<file path="src/hw/rtl/dda_line_rasterizer_unit_assert.svh">
// assertion macros for the line rasterizer
`ifndef DDA_LINE_RASTERIZER_UNIT_ASSERT_SVH
`define DDA_LINE_RASTERIZER_UNIT_ASSERT_SVH

// same-cycle implication, checked on every rising edge out of reset
`define DDA_ASSERT_NOW(lbl, ante, cons, msg) \
	lbl: assert property (@(posedge clk) disable iff (!arst_n) (ante) |-> (cons)) \
		else $error(msg);

// next-cycle implication
`define DDA_ASSERT_NEXT(lbl, ante, cons, msg) \
	lbl: assert property (@(posedge clk) disable iff (!arst_n) (ante) |=> (cons)) \
		else $error(msg);

`endif

</file>
<file path="src/hw/rtl/dda_pkg.sv">
// shared types and codes of the line rasterizer
`timescale 1ns / 1ps
`default_nettype none
package dda_pkg;

	localparam int COLOR_W = 24;

	localparam logic OP_START = 1'b0;
	localparam logic OP_STEP  = 1'b1;

	typedef enum logic [2:0] {
		ST_IDLE,
		ST_SQ_X,
		ST_SQ_Y,
		ST_ROOT,
		ST_DIV_X,
		ST_DIV_Y
	} state_t;

endpackage
`default_nettype wire

</file>
<file path="src/hw/rtl/dda_line_rasterizer_unit.sv">
// line rasterizer: start setup sequencer and per-pixel position stepping
//
// A start item (op 0) latches the end points and color, then the block is busy
// while it computes the pixel count floor(sqrt(dx*dx+dy*dy)) and the two
// fixed-point steps. One multiplier forms each axis square; the digit-by-digit
// square root and the restoring division per axis then run on one shared
// subtractor. A start item holds cmd_ready low through the squares, the root
// and both divisions, or through the squares and the root alone when the count
// is zero. A step item (op 1) emits one pixel through a single output register;
// outside setup, a step item that would emit waits only while that register is
// full and pixel_ready is low.
// A step item with no active line is taken and dropped.
`timescale 1ns / 1ps
`default_nettype none
`include "dda_line_rasterizer_unit_assert.svh"
module dda_line_rasterizer_unit #(
	parameter int COORD_BITS = 12,
	parameter int FRAC_BITS  = 16
) (
	input  wire logic                         clk,
	input  wire logic                         arst_n,
	input  wire logic                         cmd_valid,
	output logic                              cmd_ready,
	input  wire logic                         op,
	input  wire logic [COORD_BITS-1:0]        begin_x,
	input  wire logic [COORD_BITS-1:0]        begin_y,
	input  wire logic [COORD_BITS-1:0]        end_x,
	input  wire logic [COORD_BITS-1:0]        end_y,
	input  wire logic [dda_pkg::COLOR_W-1:0]  color,
	output logic                              pixel_valid,
	input  wire logic                         pixel_ready,
	output logic [COORD_BITS-1:0]             pixel_x,
	output logic [COORD_BITS-1:0]             pixel_y,
	output logic [dda_pkg::COLOR_W-1:0]       pixel_color,
	output logic                              last
);

	localparam int POS_W      = COORD_BITS + FRAC_BITS;
	localparam int STEP_W     = FRAC_BITS + 2;
	localparam int CNT_W      = COORD_BITS + 1;
	localparam int QUO_W      = FRAC_BITS + 1;
	localparam int RAD_W      = 2 * COORD_BITS + 2;
	localparam int REM_W      = COORD_BITS + 4;
	localparam int ROOT_STEPS = COORD_BITS + 1;
	localparam int MAX_ITER   = (ROOT_STEPS > QUO_W) ? ROOT_STEPS : QUO_W;
	localparam int ITER_W     = $clog2(MAX_ITER + 1);

	dda_pkg::state_t state_q, state_d;

	logic [POS_W-1:0]            pos_x_q, pos_y_q;
	logic [STEP_W-1:0]           step_x_q, step_y_q;
	logic [CNT_W-1:0]            remaining_q;
	logic [dda_pkg::COLOR_W-1:0] line_color_q;
	logic [COORD_BITS-1:0]       mag_x_q, mag_y_q;
	logic                        neg_x_q, neg_y_q;
	logic [RAD_W-1:0]            rad_q;
	logic [REM_W-1:0]            rem_q;
	logic [CNT_W-1:0]            root_q;
	logic [QUO_W-1:0]            quo_q;
	logic [ITER_W-1:0]           iter_q;

	logic                        cmd_fire, start_fire, step_fire, pixel_fire;
	logic                        iter_done;
	logic [COORD_BITS-1:0]       mul_op;
	logic [2*COORD_BITS-1:0]     mul_prod;
	logic [REM_W-1:0]            sub_a, sub_b, rem_shift;
	logic [REM_W:0]              sub_diff;
	logic                        sub_ge;
	logic [CNT_W-1:0]            root_next;
	logic [QUO_W-1:0]            quo_next;
	logic [REM_W-1:0]            div_rem;
	logic [STEP_W-1:0]           step_mag, step_new;
	logic                        start_neg_x, start_neg_y;

	assign cmd_fire   = cmd_valid && cmd_ready;
	assign start_fire = cmd_fire && (op == dda_pkg::OP_START);
	assign step_fire  = cmd_fire && (op == dda_pkg::OP_STEP) && (remaining_q != '0);
	assign pixel_fire = pixel_valid && pixel_ready;

	assign start_neg_x = end_x < begin_x;
	assign start_neg_y = end_y < begin_y;

	// one multiplier, used once per axis
	assign mul_op   = (state_q == dda_pkg::ST_SQ_X) ? mag_x_q : mag_y_q;
	assign mul_prod = mul_op * mul_op;

	// shared subtractor: root trial in the square root, divisor in the divisions
	assign rem_shift = {rem_q[REM_W-3:0], rad_q[RAD_W-1 -: 2]};
	always_comb begin
		if (state_q == dda_pkg::ST_ROOT) begin
			sub_a = rem_shift;
			sub_b = REM_W'({root_q, 2'b01});
		end else begin
			sub_a = rem_q;
			sub_b = REM_W'(root_q);
		end
	end
	assign sub_diff = {1'b0, sub_a} - {1'b0, sub_b};
	assign sub_ge   = !sub_diff[REM_W];

	assign root_next = {root_q[CNT_W-2:0], sub_ge};
	assign quo_next  = {quo_q[QUO_W-2:0], sub_ge};
	assign div_rem   = sub_ge ? sub_diff[REM_W-1:0] : rem_q;

	assign iter_done = (state_q == dda_pkg::ST_ROOT) ?
		(iter_q == ITER_W'(ROOT_STEPS - 1)) : (iter_q == ITER_W'(QUO_W - 1));

	assign step_mag = {1'b0, quo_next};
	always_comb begin
		if (((state_q == dda_pkg::ST_DIV_X) && neg_x_q) ||
				((state_q == dda_pkg::ST_DIV_Y) && neg_y_q)) begin
			step_new = -step_mag;
		end else begin
			step_new = step_mag;
		end
	end

	always_ff @(posedge clk or negedge arst_n) begin
		if (!arst_n) begin
			state_q <= dda_pkg::ST_IDLE;
		end else begin
			state_q <= state_d;
		end
	end

	always_comb begin
		state_d   = state_q;
		cmd_ready = 1'b0;
		unique case (state_q)
			dda_pkg::ST_IDLE: begin
				cmd_ready = (op == dda_pkg::OP_START) || (remaining_q == '0) ||
					!pixel_valid || pixel_ready;
				if (start_fire) begin
					state_d = dda_pkg::ST_SQ_X;
				end
			end
			dda_pkg::ST_SQ_X: begin
				state_d = dda_pkg::ST_SQ_Y;
			end
			dda_pkg::ST_SQ_Y: begin
				state_d = dda_pkg::ST_ROOT;
			end
			dda_pkg::ST_ROOT: begin
				if (iter_done) begin
					state_d = (root_next == '0) ? dda_pkg::ST_IDLE : dda_pkg::ST_DIV_X;
				end
			end
			dda_pkg::ST_DIV_X: begin
				if (iter_done) begin
					state_d = dda_pkg::ST_DIV_Y;
				end
			end
			dda_pkg::ST_DIV_Y: begin
				if (iter_done) begin
					state_d = dda_pkg::ST_IDLE;
				end
			end
			default: begin
				state_d = dda_pkg::ST_IDLE;
			end
		endcase
	end

	// control registers
	always_ff @(posedge clk or negedge arst_n) begin
		if (!arst_n) begin
			remaining_q <= '0;
			pixel_valid <= 1'b0;
		end else begin
			if (step_fire) begin
				pixel_valid <= 1'b1;
				remaining_q <= remaining_q - CNT_W'(1);
			end else if (pixel_fire) begin
				pixel_valid <= 1'b0;
			end
			if (state_q == dda_pkg::ST_ROOT && iter_done && root_next == '0) begin
				remaining_q <= '0;
			end
			if (state_q == dda_pkg::ST_DIV_Y && iter_done) begin
				remaining_q <= root_q;
			end
		end
	end

	// setup datapath, position and output payload
	always_ff @(posedge clk) begin
		if (start_fire) begin
			pos_x_q      <= {begin_x, {FRAC_BITS{1'b0}}};
			pos_y_q      <= {begin_y, {FRAC_BITS{1'b0}}};
			line_color_q <= color;
			neg_x_q      <= start_neg_x;
			neg_y_q      <= start_neg_y;
			mag_x_q      <= start_neg_x ? begin_x - end_x : end_x - begin_x;
			mag_y_q      <= start_neg_y ? begin_y - end_y : end_y - begin_y;
		end
		if (step_fire) begin
			pixel_x     <= pos_x_q[POS_W-1 -: COORD_BITS];
			pixel_y     <= pos_y_q[POS_W-1 -: COORD_BITS];
			pixel_color <= line_color_q;
			last        <= remaining_q == CNT_W'(1);
			pos_x_q     <= pos_x_q + {{(POS_W-STEP_W){step_x_q[STEP_W-1]}}, step_x_q};
			pos_y_q     <= pos_y_q + {{(POS_W-STEP_W){step_y_q[STEP_W-1]}}, step_y_q};
		end
		case (state_q)
			dda_pkg::ST_SQ_X: begin
				rad_q <= RAD_W'(mul_prod);
			end
			dda_pkg::ST_SQ_Y: begin
				rad_q  <= rad_q + RAD_W'(mul_prod);
				rem_q  <= '0;
				root_q <= '0;
				iter_q <= '0;
			end
			dda_pkg::ST_ROOT: begin
				rad_q  <= rad_q << 2;
				root_q <= root_next;
				if (iter_done) begin
					rem_q  <= REM_W'(mag_x_q);
					quo_q  <= '0;
					iter_q <= '0;
				end else begin
					rem_q  <= sub_ge ? sub_diff[REM_W-1:0] : rem_shift;
					iter_q <= iter_q + ITER_W'(1);
				end
			end
			dda_pkg::ST_DIV_X, dda_pkg::ST_DIV_Y: begin
				if (iter_done) begin
					if (state_q == dda_pkg::ST_DIV_X) begin
						step_x_q <= step_new;
						rem_q    <= REM_W'(mag_y_q);
					end else begin
						step_y_q <= step_new;
						rem_q    <= div_rem << 1;
					end
					quo_q  <= '0;
					iter_q <= '0;
				end else begin
					rem_q  <= div_rem << 1;
					quo_q  <= quo_next;
					iter_q <= iter_q + ITER_W'(1);
				end
			end
			default: begin
			end
		endcase
	end

	`DDA_ASSERT_NOW(a_busy_not_ready, state_q != dda_pkg::ST_IDLE, !cmd_ready,
		"command taken during line setup")
	`DDA_ASSERT_NEXT(a_step_emits, step_fire, pixel_valid,
		"step on an active line gave no pixel")
	`DDA_ASSERT_NEXT(a_count_loaded, (state_q == dda_pkg::ST_DIV_Y) && iter_done,
		(remaining_q == root_q) && (state_q == dda_pkg::ST_IDLE),
		"pixel count not loaded at end of setup")
	`DDA_ASSERT_NOW(a_div_rem_bound,
		(state_q == dda_pkg::ST_DIV_X) || (state_q == dda_pkg::ST_DIV_Y),
		rem_q < REM_W'({root_q, 1'b0}),
		"division remainder out of range")

endmodule
`default_nettype wire
</file>
<file path="config.mk">
export PLATFORM = sky130hd
export DESIGN_NAME = dda_line_rasterizer_unit
export DESIGN_NICKNAME = d
export VERILOG_FILES = /design/src/hw/rtl/dda_pkg.sv /design/src/hw/rtl/dda_line_rasterizer_unit.sv
export VERILOG_INCLUDE_DIRS = /design/src /design/src/hw/rtl
export SDC_FILE = /design/constraint.sdc
export NUM_CORES = 1
export LEC_CHECK = 0
export BUFFER_PORTS_ARGS = -buffer_cell sky130_fd_sc_hd__buf_4
export CAP_MARGIN = 10
export CORE_ASPECT_RATIO = 0.75
export CORE_UTILIZATION = 55
export CTS_CLUSTER_DIAMETER = 80
export CTS_CLUSTER_SIZE = 25
export DETAILED_ROUTE_END_ITERATION = 12
export GPL_ROUTABILITY_DRIVEN = 0
export PLACE_DENSITY = 0.82
export SLEW_MARGIN = 20
export SYNTH_ARGS = -nofsm -noshare
export SYNTH_HDL_FRONTEND = slang
export SYNTH_SLANG_ARGS = --single-unit
</file>
<file path="constraint.sdc">
create_clock -name clk -period 21.7 [get_ports clk]
set_input_delay 6.51 -clock clk [delete_from_list [all_inputs] [get_ports clk]]
set_output_delay 6.51 -clock clk [all_outputs]
set_load 0.1 [all_outputs]
</file>
==> flow_summary_export.csv <==
group,metric,value,unit
synth,synth_adder_area_share,0.1932,
synth,synth.cell_area,0.02211,sq mm
sta,worst_pin_slew,1065,ps
clock_tree,worstSkewPairLatency,530,ps
synth,ys.flop_type,"edfxtp_1",
grt,grt_max_degree,67,
cells_and_area,final_common_cell,"edfxtp_1",
synth,netlist_instances,2239,
sta,drv_slew,0,
sta,fin_tns_setup,0,ps
sta,rsz0062_at_grt,"no",
die,die_h,175.6,um
sta,setup_violations,0,
worst_hold_path,hp-class,"flop to flop",
clock_tree,cts_tree,"built",
sta,slew_headroom,0.2697,
synth,synth_top_family_by_area,"adder cells",
status,violations,"design-rule violations",
setup_path,critical_path_class,"input port to output port",
sta,period_minus_slack,13790,ps
sta,finalHoldViolations,0,
placement,io_buffers,127,
routing,drc_errors,4,
setup_path,slowest_delay,320,ps
cells_and_area,nFillCells,3136,
grt,grt_overflow,0,
die,initial_core_util,0.5587,
synth,synth_edf_count,267,
synth,muxShareOfSynthArea,0.02399,
grt,grt_use_total,0.2618,
routing,wl_per_cell,18.37,um
sta,period_share,0.6356,
clock_tree,htree_levels,1,
die,die_w,233.5,um
setup_path,crit_arrival,7280,ps
setup_path,crit_path_frequent_cell,"buf_4",
die,rows,63,
placement,dp_hpwl,40.05,mm
routing,vias,17293,
synth,synth_fp_nets,2604,
clock_tree,root_buffer,"clkbuf_16",
routing,wl,52.82,mm
clock_tree,cts_buffer_depth,3,
cells_and_area,layout-drive-gt1-share,0.09299,
synth,async_flop_share,0.05986,
routing,viasPerCell,6.015,
synth,synth.avg_cell_area,9.875,sq um
synth,yosys_warnings,0,
die,die_area,0.04101,sq mm
setup_path,end_kind,"output port",
routing,drtPass1Iterations,10,
die,core_area,0.03957,sq mm
setup_path,crit_fanout,3,
status,status,"complete, but fails checks",
synth,synth_xor_area_frac,0.05269,
routing,postRouteAntennaNets,0,
routing,drtIter0Drc,1828,
clock_tree,path_clk_slew,90,ps
die,pin_count,128,
synth,synth_compound_area_frac,0.1562,
clock_tree,post_cts_resized,0,
setup_path,critical_path_required,15190,ps
clock_tree,ctsHoldBuffers,0,
cells_and_area,antennaDiodeCount,0,
setup_path,worst_path_max_delay_cell,"buf_4",
synth,synth-seq-cells,284,
grt,grt_pass1_vias,16813,
synth,seq_area_frac_synth,0.3819,
sta,fmax,72.51,MHz
clock_tree,cts_buffers,16,
cells_and_area,area_growth,9.185,%
setup_path,worstPathCellList,"buf_4 -> inv_1 -> a41oi_1 -> a21boi_0 -> buf_4",
grt,antenna_found_initial,0,
cells_and_area,nets,2713,
synth,yosys.area_share.simple,0.1364,
setup_path,worstSetupStartpointType,"input port",
synth,ys_types,95,
clock_tree,cts_sinks,284,
cells_and_area,final_cell_mix,"edfxtp_1 (267), inv_1 (252), nand2_1 (218)",
sta,fin_skew,19.00,ps
clock_tree,postCtsSetupBuffers,0,
grt,grt_pass1_wl,86.06,mm
flow_run,maxCapViolCount,0,
## Yosys cell counts (6+ instances only)
cell type / n / share of area
o21ai_0: 101 / 0.023
a21o_1: 58 / 0.020
nor3_1: 37 / 0.0084
fa_1: 89 / 0.081
o21ai_1: 21 / 0.0048
mux2_2: 16 / 0.0081
ha_1: 199 / 0.11
clkbuf_1: 30 / 0.0051
inv_1: 252 / 0.043
o21bai_1: 11 / 0.0037
or3_1: 8 / 0.0023
o31ai_1: 22 / 0.0075
mux2i_1: 29 / 0.013
nand2b_1: 29 / 0.0082
buf_2: 18 / 0.0041
a211oi_1: 16 / 0.0054
a221oi_1: 8 / 0.0032
nand4_1: 11 / 0.0031
nor3b_1: 6 / 0.0020
nor2b_1: 21 / 0.0059
or4_1: 6 / 0.0020
o21a_1: 23 / 0.0078
xor2_1: 63 / 0.025
dfrtp_1: 17 / 0.019
edfxtp_1: 267 / 0.36
nor4_1: 16 / 0.0045
xnor2_1: 70 / 0.028
a31oi_1: 19 / 0.0054
and3_1: 40 / 0.011
a22oi_1: 10 / 0.0034
a21oi_1: 140 / 0.032
o211ai_1: 22 / 0.0075
nor2_1: 171 / 0.029
a21boi_0: 7 / 0.0024
and2_1: 11 / 0.0031
nand2_1: 218 / 0.037
nand3_1: 42 / 0.0095
## path summary, 6_finish.rpt
path	end	slack, ps	depth (start not counted)	start
max in group asynchronous	state_q[0]$_DFFE_PN0P_	15660	1	arst_n
worst max-delay path	cmd_ready	7910	5	op
worst max register to register	rad_q[25]$_DFFE_PP_	12160	33	state_q[0]$_DFFE_PN0P_
min in group asynchronous	pixel_valid$_DFFE_PN0P_	5830	1	arst_n
worst min-delay path	pixel_color[0]$_DFFE_PP_	430	0	line_color_q[0]$_DFFE_PP_
worst min register to register	pixel_color[0]$_DFFE_PP_	430	0	line_color_q[0]$_DFFE_PP_
## layer usage
metal | share of wire | track usage | vias up
met4 | 0.023 | 0.06385 | 2
li1 | - | - | 8160
met1 | 0.44 | 0.3825 | 8241
met3 | 0.096 | 0.04854 | 86
met2 | 0.44 | 0.4006 | 804
met5 | 0.0013 | 0.01563 | -
## per-stage QoR
step	hold slack (ps)	instance area (sq um)	instances	worst slack, ps	util
after global routing	430.8	24140	2875	7827	0.6101
after floorplan	400.3	22110	2239	6348	-
after global placement	400.3	23650	2850	7933	0.5976
after CTS	426.0	24140	2875	7907	0.6101
final	425.4	24140	2875	7908	0.6101
after detailed placement	404.5	23650	2850	7911	0.5976
## worst max-delay path: cells and delay by family
| family | cells | cell delay, ps |
|---|---|---|
| AO/OA/AOI/OAI | 2 | 270 |
| buffers and inverters | 3 | 510 |
## flip-flops by register name, indices dropped and copies added (netlist names), 3 cells and up
register	count
iter_q	5
line_color_q	24
mag_x_q	12
mag_y_q	12
pixel_color	24
pixel_x	12
pixel_y	12
pos_x_q	28
pos_y_q	28
quo_q	16
rad_q	26
rem_q	16
remaining_q	13
root_q	13
state_q	3
step_x_q	18
step_y_q	18
## cells by family after synthesis
| group | Yosys count |
|---|---|
| fa+ha+maj | 288 |
| flops | 284 |
| compound gates | 528 |
| xor+xnor | 133 |
| buf+inv | 316 |
| simple gates | 641 |
| mux | 49 |
## final cells by class
class / instances / area (sq um) / area share
inverter: 258 / 968.4 / 0.04012
clock inverter: 3 / 48.80 / 0.002021
multi-input combinational: 1639 / 12470 / 0.5164
sequential: 284 / 8444 / 0.3498
timing repair buffer: 149 / 1119 / 0.04634
tap: 520 / 650.6 / 0.02695
clock buffer: 22 / 444.2 / 0.01840
Power is left out: the tool's default activity adds up to more than one toggle a clock period on the data nets, which glitch-free logic cannot reach.
